==> src/hw/rtl/fpws_pkg.sv <==
`timescale 1ns / 1ps

package fpws_pkg;

    // Default sizing
    localparam int PATTERNS_DEF        = 64;
    localparam int MAX_PATTERN_LEN_DEF = 10;
    localparam int LENGTH_BITS_DEF     = 16;

    // Fixed field widths
    localparam int LETTER_W   = 5;
    localparam int PLETTERS_W = 50;
    localparam int PLEN_W     = 4;
    localparam int OUT_LEN_W  = 16;

    // Item kinds
    typedef enum logic [1:0] {
        KIND_LOAD     = 2'd0,
        KIND_LETTER   = 2'd1,
        KIND_NEW_WORD = 2'd2,
        KIND_RESERVED = 2'd3
    } kind_t;

    typedef struct packed {
        kind_t                   kind;
        logic [LETTER_W-1:0]     letter;
        logic [PLETTERS_W-1:0]   pattern_letters;
        logic [PLEN_W-1:0]       pattern_length;
    } in_item_t;

    typedef struct packed {
        logic [OUT_LEN_W-1:0]    longest_valid;
        logic [OUT_LEN_W-1:0]    window_length;
    } out_item_t;

endpackage

==> src/hw/rtl/fpws_store.sv <==
`timescale 1ns / 1ps

// Pattern table with one registered read port and the suffix comparator
module fpws_store #(
    parameter int PATTERNS        = fpws_pkg::PATTERNS_DEF,
    parameter int MAX_PATTERN_LEN = fpws_pkg::MAX_PATTERN_LEN_DEF,
    localparam int ADDR_W  = (PATTERNS > 1) ? $clog2(PATTERNS) : 1,
    localparam int STORE_W = fpws_pkg::LETTER_W * MAX_PATTERN_LEN
) (
    input  logic                          clk,
    input  logic                          wr_en,
    input  logic [ADDR_W-1:0]             wr_addr,
    input  logic [STORE_W-1:0]            wr_letters,
    input  logic [fpws_pkg::PLEN_W-1:0]   wr_length,
    input  logic                          rd_en,
    input  logic [ADDR_W-1:0]             rd_addr,
    input  logic [STORE_W-1:0]            hist,
    input  logic [fpws_pkg::PLEN_W-1:0]   limit,
    output logic                          hit,
    output logic [fpws_pkg::PLEN_W-1:0]   hit_len
);

    localparam int LW   = fpws_pkg::LETTER_W;
    localparam int HI_W = (MAX_PATTERN_LEN > 1) ? $clog2(MAX_PATTERN_LEN) : 1;

    logic [STORE_W-1:0]          mem_letters [PATTERNS];
    logic [fpws_pkg::PLEN_W-1:0] mem_length  [PATTERNS];
    logic [STORE_W-1:0]          rd_letters_reg;
    logic [fpws_pkg::PLEN_W-1:0] rd_length_reg;
    logic [LW-1:0]               hist_arr [MAX_PATTERN_LEN];
    logic                        letters_ok;
    logic [fpws_pkg::PLEN_W-1:0] idx;

    // Table write and registered read
    always_ff @(posedge clk)
    begin
        if (wr_en)
        begin
            mem_letters[wr_addr] <= wr_letters;
            mem_length[wr_addr]  <= wr_length;
        end
        if (rd_en)
        begin
            rd_letters_reg <= mem_letters[rd_addr];
            rd_length_reg  <= mem_length[rd_addr];
        end
    end

    // History slots, newest in slot 0
    always_comb
    begin
        for (int j = 0; j < MAX_PATTERN_LEN; j++)
        begin
            hist_arr[j] = hist[j*LW +: LW];
        end
    end

    // Pattern letter k faces the letter len-1-k places back
    always_comb
    begin
        letters_ok = 1'b1;
        idx        = '0;
        for (int k = 0; k < MAX_PATTERN_LEN; k++)
        begin
            if (fpws_pkg::PLEN_W'(k) < rd_length_reg)
            begin
                idx = rd_length_reg - fpws_pkg::PLEN_W'(k) - fpws_pkg::PLEN_W'(1);
                if (rd_letters_reg[k*LW +: LW] != hist_arr[idx[HI_W-1:0]])
                begin
                    letters_ok = 1'b0;
                end
            end
        end
    end

    assign hit     = letters_ok && (rd_length_reg != '0) && (rd_length_reg <= limit);
    assign hit_len = rd_length_reg;

endmodule

==> src/hw/rtl/forbidden_pattern_window_scanner_unit.sv <==
`timescale 1ns / 1ps

// Channel   Signals                       Payload
// -------   ---------------------------   ---------------------------------------
// in        in_valid / in_ready            in_data  (kind, letter, pattern fields)
// out       out_valid / out_ready          out_data (longest_valid, window_length)
//
// A letter item sweeps the N loaded patterns through the single table read port,
// one entry per cycle, then passes ST_DRAIN and ST_FINISH; with an empty table
// it goes straight to ST_FINISH, which waits until the result register is free.
// Loads, new words and the reserved kind leave the sequencer idle and give no result.
// Reset is asynchronous and clears control state; the table holds no reset.
// in_ready is high whenever the sequencer is idle, even while a result waits.
module forbidden_pattern_window_scanner_unit #(
    parameter int PATTERNS        = fpws_pkg::PATTERNS_DEF,
    parameter int MAX_PATTERN_LEN = fpws_pkg::MAX_PATTERN_LEN_DEF,
    parameter int LENGTH_BITS     = fpws_pkg::LENGTH_BITS_DEF
) (
    input  logic                clk,
    input  logic                rst_n,
    input  logic                in_valid,
    output logic                in_ready,
    input  fpws_pkg::in_item_t  in_data,
    output logic                out_valid,
    input  logic                out_ready,
    output fpws_pkg::out_item_t out_data
);

    localparam int LW      = fpws_pkg::LETTER_W;
    localparam int PW      = fpws_pkg::PLEN_W;
    localparam int ADDR_W  = (PATTERNS > 1) ? $clog2(PATTERNS) : 1;
    localparam int CNT_W   = $clog2(PATTERNS + 1);
    localparam int STORE_W = LW * MAX_PATTERN_LEN;
    localparam int WIDE_W  = (fpws_pkg::PLETTERS_W > STORE_W) ? fpws_pkg::PLETTERS_W : STORE_W;

    typedef enum logic [3:0] {
        ST_IDLE   = 4'b0001,
        ST_SCAN   = 4'b0010,
        ST_DRAIN  = 4'b0100,
        ST_FINISH = 4'b1000
    } state_t;

    state_t                  state_reg, state_next;
    logic [CNT_W-1:0]        loaded_reg;
    logic [ADDR_W-1:0]       idx_reg;
    logic                    cmp_en_reg;
    logic                    found_reg;
    logic [PW-1:0]           found_len_reg;
    logic [PW-1:0]           limit_reg, limit_next;
    logic [LENGTH_BITS-1:0]  cw_reg, cw_next;
    logic [LENGTH_BITS-1:0]  bw_reg, bw_next;
    logic [STORE_W-1:0]      hist_reg;
    logic                    out_valid_reg;
    fpws_pkg::out_item_t     out_data_reg;

    logic                    in_acc;
    logic                    load_ok;
    logic                    scan_last;
    logic                    out_free;
    logic [WIDE_W-1:0]       pat_wide;
    logic [STORE_W-1:0]      pat_masked;
    logic                    hit;
    logic [PW-1:0]           hit_len;

    assign in_ready  = (state_reg == ST_IDLE);
    assign in_acc    = in_valid && in_ready;
    assign out_free  = !out_valid_reg || out_ready;
    assign out_valid = out_valid_reg;
    assign out_data  = out_data_reg;
    assign scan_last = ((CNT_W'(idx_reg) + CNT_W'(1)) == loaded_reg);

    // Load acceptance and letter masking
    assign load_ok = (in_data.kind == fpws_pkg::KIND_LOAD)
                  && (loaded_reg < CNT_W'(PATTERNS))
                  && (in_data.pattern_length != '0)
                  && (in_data.pattern_length <= PW'(MAX_PATTERN_LEN));
    assign pat_wide = WIDE_W'(in_data.pattern_letters);

    always_comb
    begin
        for (int k = 0; k < MAX_PATTERN_LEN; k++)
        begin
            pat_masked[k*LW +: LW] = (PW'(k) < in_data.pattern_length)
                                   ? pat_wide[k*LW +: LW] : '0;
        end
    end

    // Search limit: window plus the new letter, capped at the maximum pattern length
    assign limit_next = (cw_reg < LENGTH_BITS'(MAX_PATTERN_LEN - 1))
                      ? PW'(cw_reg + LENGTH_BITS'(1)) : PW'(MAX_PATTERN_LEN);

    // Window update at the end of the sweep
    always_comb
    begin
        if (found_reg)
        begin
            cw_next = LENGTH_BITS'(found_len_reg - PW'(1));
        end
        else if (cw_reg != '1)
        begin
            cw_next = cw_reg + LENGTH_BITS'(1);
        end
        else
        begin
            cw_next = cw_reg;
        end
        bw_next = (cw_next > bw_reg) ? cw_next : bw_reg;
    end

    // Sequencer
    always_comb
    begin
        state_next = state_reg;
        unique case (state_reg)
            ST_IDLE:
            begin
                if (in_acc && (in_data.kind == fpws_pkg::KIND_LETTER))
                begin
                    state_next = (loaded_reg == '0) ? ST_FINISH : ST_SCAN;
                end
            end
            ST_SCAN:
            begin
                if (scan_last)
                begin
                    state_next = ST_DRAIN;
                end
            end
            ST_DRAIN:
            begin
                state_next = ST_FINISH;
            end
            ST_FINISH:
            begin
                if (out_free)
                begin
                    state_next = ST_IDLE;
                end
            end
            default:
            begin
                state_next = ST_IDLE;
            end
        endcase
    end

    // Control and state registers
    always_ff @(posedge clk or negedge rst_n)
    begin
        if (!rst_n)
        begin
            state_reg     <= ST_IDLE;
            loaded_reg    <= '0;
            idx_reg       <= '0;
            cmp_en_reg    <= 1'b0;
            found_reg     <= 1'b0;
            found_len_reg <= '0;
            limit_reg     <= '0;
            cw_reg        <= '0;
            bw_reg        <= '0;
            hist_reg      <= '0;
            out_valid_reg <= 1'b0;
        end
        else
        begin
            state_reg  <= state_next;
            cmp_en_reg <= (state_reg == ST_SCAN);

            if (in_acc)
            begin
                unique case (in_data.kind)
                    fpws_pkg::KIND_LOAD:
                    begin
                        if (load_ok)
                        begin
                            loaded_reg <= loaded_reg + CNT_W'(1);
                        end
                    end
                    fpws_pkg::KIND_LETTER:
                    begin
                        hist_reg      <= {hist_reg[STORE_W-LW-1:0], in_data.letter};
                        limit_reg     <= limit_next;
                        found_reg     <= 1'b0;
                        found_len_reg <= '0;
                        idx_reg       <= '0;
                    end
                    fpws_pkg::KIND_NEW_WORD:
                    begin
                        hist_reg <= '0;
                        cw_reg   <= '0;
                        bw_reg   <= '0;
                    end
                    fpws_pkg::KIND_RESERVED:
                    begin
                    end
                    default:
                    begin
                    end
                endcase
            end

            if (state_reg == ST_SCAN)
            begin
                idx_reg <= idx_reg + ADDR_W'(1);
            end

            // Keep the shortest matching pattern
            if (cmp_en_reg && hit && (!found_reg || (hit_len < found_len_reg)))
            begin
                found_reg     <= 1'b1;
                found_len_reg <= hit_len;
            end

            if ((state_reg == ST_FINISH) && out_free)
            begin
                cw_reg        <= cw_next;
                bw_reg        <= bw_next;
                out_valid_reg <= 1'b1;
            end
            else if (out_ready)
            begin
                out_valid_reg <= 1'b0;
            end
        end
    end

    // Result payload
    always_ff @(posedge clk)
    begin
        if ((state_reg == ST_FINISH) && out_free)
        begin
            out_data_reg.longest_valid <= fpws_pkg::OUT_LEN_W'(bw_next);
            out_data_reg.window_length <= fpws_pkg::OUT_LEN_W'(cw_next);
        end
    end

    fpws_store #(
        .PATTERNS        (PATTERNS),
        .MAX_PATTERN_LEN (MAX_PATTERN_LEN)
    ) u_store (
        .clk        (clk),
        .wr_en      (in_acc && load_ok),
        .wr_addr    (loaded_reg[ADDR_W-1:0]),
        .wr_letters (pat_masked),
        .wr_length  (in_data.pattern_length),
        .rd_en      (state_reg == ST_SCAN),
        .rd_addr    (idx_reg),
        .hist       (hist_reg),
        .limit      (limit_reg),
        .hit        (hit),
        .hit_len    (hit_len)
    );

    // Checks
    a_window_le_best: assert property (@(posedge clk) disable iff (!rst_n)
        cw_reg <= bw_reg)
        else $error("window exceeds longest window");

    a_found_in_limit: assert property (@(posedge clk) disable iff (!rst_n)
        found_reg |-> (found_len_reg != '0) && (found_len_reg <= limit_reg))
        else $error("matched length outside search limit");

    a_loaded_bound: assert property (@(posedge clk) disable iff (!rst_n)
        loaded_reg <= CNT_W'(PATTERNS))
        else $error("pattern count overflow");

    a_finish_emits: assert property (@(posedge clk) disable iff (!rst_n)
        ((state_reg == ST_FINISH) && out_free) |=> out_valid_reg)
        else $error("finished letter gave no result");

    a_letter_busy: assert property (@(posedge clk) disable iff (!rst_n)
        (in_acc && (in_data.kind == fpws_pkg::KIND_LETTER)) |=> !in_ready)
        else $error("ready during letter search");

endmodule

==> config.mk <==
export PLATFORM = sky130hd
export DESIGN_NAME = forbidden_pattern_window_scanner_unit
export DESIGN_NICKNAME = d
export VERILOG_FILES = /design/src/hw/rtl/fpws_pkg.sv /design/src/hw/rtl/fpws_store.sv /design/src/hw/rtl/forbidden_pattern_window_scanner_unit.sv
export SDC_FILE = /design/constraint.sdc
export NUM_CORES = 2
export LEC_CHECK = 0
export BUFFER_PORTS_ARGS = -buffer_cell sky130_fd_sc_hd__buf_2
export CAP_MARGIN = 5
export CORE_MARGIN = 1.5
export CORE_UTILIZATION = 63
export CTS_CLUSTER_SIZE = 10
export DETAILED_ROUTE_END_ITERATION = 10
export GPL_ROUTABILITY_DRIVEN = 1
export PLACE_DENSITY = 0.79
export REMOVE_ABC_BUFFERS = 1
export SLEW_MARGIN = 40
export SYNTH_ARGS = -nofsm -noshare
export SYNTH_HDL_FRONTEND = slang
export SYNTH_HIERARCHICAL = 1
export SYNTH_SLANG_ARGS = --single-unit
==> constraint.sdc <==
create_clock -name clk -period 6.8 [get_ports clk]
set_clock_uncertainty 0.2 [all_clocks]
set_input_delay 0 -clock clk [delete_from_list [all_inputs] [get_ports clk]]
set_output_delay 0 -clock clk [all_outputs]
set_load 0.1 [all_outputs]
==> impl_results.md <==
- Die Y-Extent: 480 µm
- Biggest regs: u_store/mem_letters (3200), u_store/mem_length (256)
- Setup WS pre-CTS: 1820 ps
- Yosys top cell by area: edfxtp_1
- Initial DRC Count: ~15,000
- Synth Flop Type: edfxtp_1
- Starting Density: a little under two thirds
- Final WS setup: 1670 ps
- Area of the die: around 0.23 mm²
- Worst Hold Class: in2reg
- Worst-Margin Slew: between 1000 and 1500 ps
- Die W: 480 µm
- Top Ports: 99
- Post-cts resize count: 0
- Kind of critical path: reg2reg
- Final Wtd Congestion: a little over 0.9
- Largest net degree at the start of global routing: around 130
- PwrDens: 358 mW/mm²
- Period utilisation layout: 75.4%
- DRC Markers: 0
- CTS tree: done
- First-pass GRT wire length: 620,000 µm
- Sink Count: about 3,700
- Min-Delay Endpoint: u_store/mem_letters[39][40]
- Slew Viols, Final: 0
- Core area: ~0.23 mm²
- Critical path arrival: 5750 ps
- Unrepaired setup endpoints after global routing: no
- Share of layout cells above drive strength 1: 31.9%
- Max Fanout on Critical Path: 23
- Vias in the first global route: about 77,000
- Port bufs: 98
- Internal reg-to-reg setup slack: 1670 ps
- Sequential area share after synthesis: 76.1%
- Synth cell types: 86
- Clock slew at reported path FFs: 60 ps
- Leakage power: 50.8 nW
- Ys async rst share: 3.01%
- Tmin final: 5130 ps
- Dpl hpwl: around 220,000 µm
- Seq. cell area: 0.109 mm²
- Slew margin rel.: 31.4%
- Cells along the critical path: inv_1, ha_2, mux4_2, mux2i_1, nor2_1, or3_1, a222oi_1, and4_1, nand4_1, a2111oi_2, o211ai_1, mux2_2
- CTS buffer count: 417
- Cells after synthesis: 6,153
- Largest Register: u_store/mem_letters
- GRT Max-Usage Layer: met2
- Overall power: 58.5 mW
- Synth Warn #: 6
- Nets: about 6,900
- Mean Syn Cell Area: 23.3 µm²
- Startpoint types: register
- FMAX: approximately 200 MHz
- Post-synth top area share: 74.1%
- # fillers: 11,745
- Post-synth EDFFs: around 3,500
- Global Route Usage Sum: 39.7%
- Status: completed
- Vias per inst: roughly 7.8
- Seq cells post-synth: 3,652
- Critical R2R Launch: u_store/hit_len[1]
- Max Cap Viol: 0
- Grt met1 use: 50.2%
- Max IR drop VDD: 0.000299 V
- CTS Buffer Depth: 4
- Initial antenna violation count: 34
- Grt ovf: 0
- Multi-input logic area: ~0.034 mm²
- Worst hold stages: 3
- Mapped cell area: 0.143 mm²
- Synth top area cells: edfxtp_1, mux4_2, dfrtp_1
- Final ANT Viol Nets: 0
- Fin. Hold Viols: 0
- H-tree Lvls: 5
- Routed Wire Length: 463,000 µm
- Final setup violation count: 0
- Critical-path top delay cell: ha_2
- R2r endpoint: found_len_reg[2]
- Worst reg2reg path depth: 12
- Worst Hold Launch: in_data[44]
- Grt met2 use: 61.1%
- Via count: 77,021
- Clock Root Buffer: clkbuf_16
- Area added between synthesis and finish: 13.8%
- WL per Instance: around 47 µm
- Crit. End Element: register
- Worst EP required: 7420 ps
- Met3 usage in global routing: around 12%
- Largest register FFs: about 3,200
- Clk Latency, worst-skew pair: 1060 ps
- Max incr delay on CP: 870 ps
- FP Rows: 174
- DR pass1 iterations: 8
## synthesized netlist by cell type (3+ instances only)
cell type,instances
edfxtp_1,3542
mux4_2,1169
o31ai_1,5
nand3b_1,4
o22ai_1,6
nor2b_1,38
buf_2,27
buf_4,4
o21a_1,3
ha_1,44
nor2_1,107
buf_12,3
or3_1,8
buf_1,90
dfrtp_1,109
nor4_1,12
o211ai_1,3
xnor2_1,51
a22o_1,30
nor3_1,20
o21ai_0,92
o21ai_1,4
and2_1,28
a211oi_1,3
a22oi_1,6
mux2_2,31
xor2_1,28
a21oi_1,48
nand2_1,124
mux2_1,6
a31oi_1,8
mux2i_1,46
inv_1,44
buf_6,5
mux4_1,5
a21o_1,5
a311oi_1,3
a31o_2,5
nand4_1,30
and4_1,7
clkbuf_1,191
and3_1,12
nand2b_1,58
nand3_1,37
## how the worst max path moves through the flow
stage / from / endpoint / cells after the start
after floorplan: idx_reg[0] / idx_reg[3] / 4
after global placement: u_store/hit_len[0] / found_len_reg[1] / 12
after detailed placement: u_store/hit_len[1] / found_len_reg[2] / 13
after CTS: u_store/hit_len[1] / found_len_reg[2] / 13
after global routing: u_store/hit_len[1] / found_len_reg[2] / 13
final: u_store/hit_len[1] / found_len_reg[2] / 12
## cells by family (layout without fill, tap and decap cells)
kind of cell    after synthesis  after routing  share of synthesized area, %
other cells                   0             15                             0
compound gates              250            250                          1.13
flops                      3652           3652                          76.1
mux                        1259           1259                          19.1
simple gates                499            499                          1.78
xor+xnor                     82             82                         0.521
fa+ha+maj                    44             44                         0.384
buf+inv                     367           1054                          1.06
## cells in the final DEF (no fill, tap or decap), types with 12 or more instances in the layout
master / instances
nor2_1: 41
edfxtp_1: 3542
clkbuf_16: 423
inv_1: 43
dfrtp_1: 103
and3_1: 12
nor2b_4: 30
nand2_1: 122
ha_1: 42
o21ai_0: 89
xor2_1: 26
nand3_1: 32
nand2b_1: 58
buf_6: 17
mux2_2: 31
buf_8: 32
buf_16: 32
nor2_4: 64
nor4_1: 12
diode_2: 15
xnor2_1: 49
mux4_2: 1169
nor3_1: 18
clkbuf_1: 67
a22o_1: 30
dlygate4sd3_1: 109
buf_2: 96
nand4_1: 30
buf_12: 59
a21oi_1: 46
buf_4: 162
mux2i_1: 46
and2_1: 22
## worst max-delay path, delay by kind of cell (launching register included)
kind                     cells  cell delay (ps)
flip-flops                   1              360
buffers and inverters        1              170
multiplexers                 3             1170
AND/OR/NAND/NOR              4              910
adder cells (fa/ha/maj)      1              870
AO/OA/AOI/OAI                3             1260
## stage by stage
step	hold WS [ps]	instances	util (%)	cell area [µm²]	setup TNS (ps)
after detailed placement	-144	9216	67.0	151000	0
after global placement	-162	9146	66.3	150000	0
after global routing	64.2	9833	72.4	163000	0
final	25.2	9847	72.4	163000	0
after CTS	22.6	9825	72.3	163000	0
after floorplan	-496	5832	-	142000	-1739050
## what timing repair did
action                     4_1_cts  5_1_grt
buffers inserted                 0        0
hold buffers                   109        1
setup endpoints to repair        0        0
hold endpoints to repair      3675       11
## report_power, final
group | internal [mW] | total (mW) | switching [mW]
Sequential | 25.0 | 25.6 | 0.573
Clock | 11.0 | 19.8 | 8.77
Combinational | 6.14 | 13.0 | 6.91
Total | 42.2 | 58.5 | 16.3
## metal layers
layer | part of all wire, % | up-vias
li1 | - | 27354
met1 | 30 | 39224
met2 | 47 | 8430
met3 | 15 | 1981
met4 | 7.8 | 32
met5 | 0.050 | -
## layout make-up
| cell class | instances | area share, % |
|---|---|---|
| multi-input combinational | 2134 | 20.6 |
| tap | 2992 | 2.29 |
| timing repair buffer | 508 | 3.40 |
| clock buffer | 490 | 6.63 |
| inverter | 46 | 0.110 |
| antenna | 15 | 0.0230 |
| clock inverter | 10 | 0.0690 |
| sequential | 3652 | 66.8 |
Power figures use the tool's default switching activity.
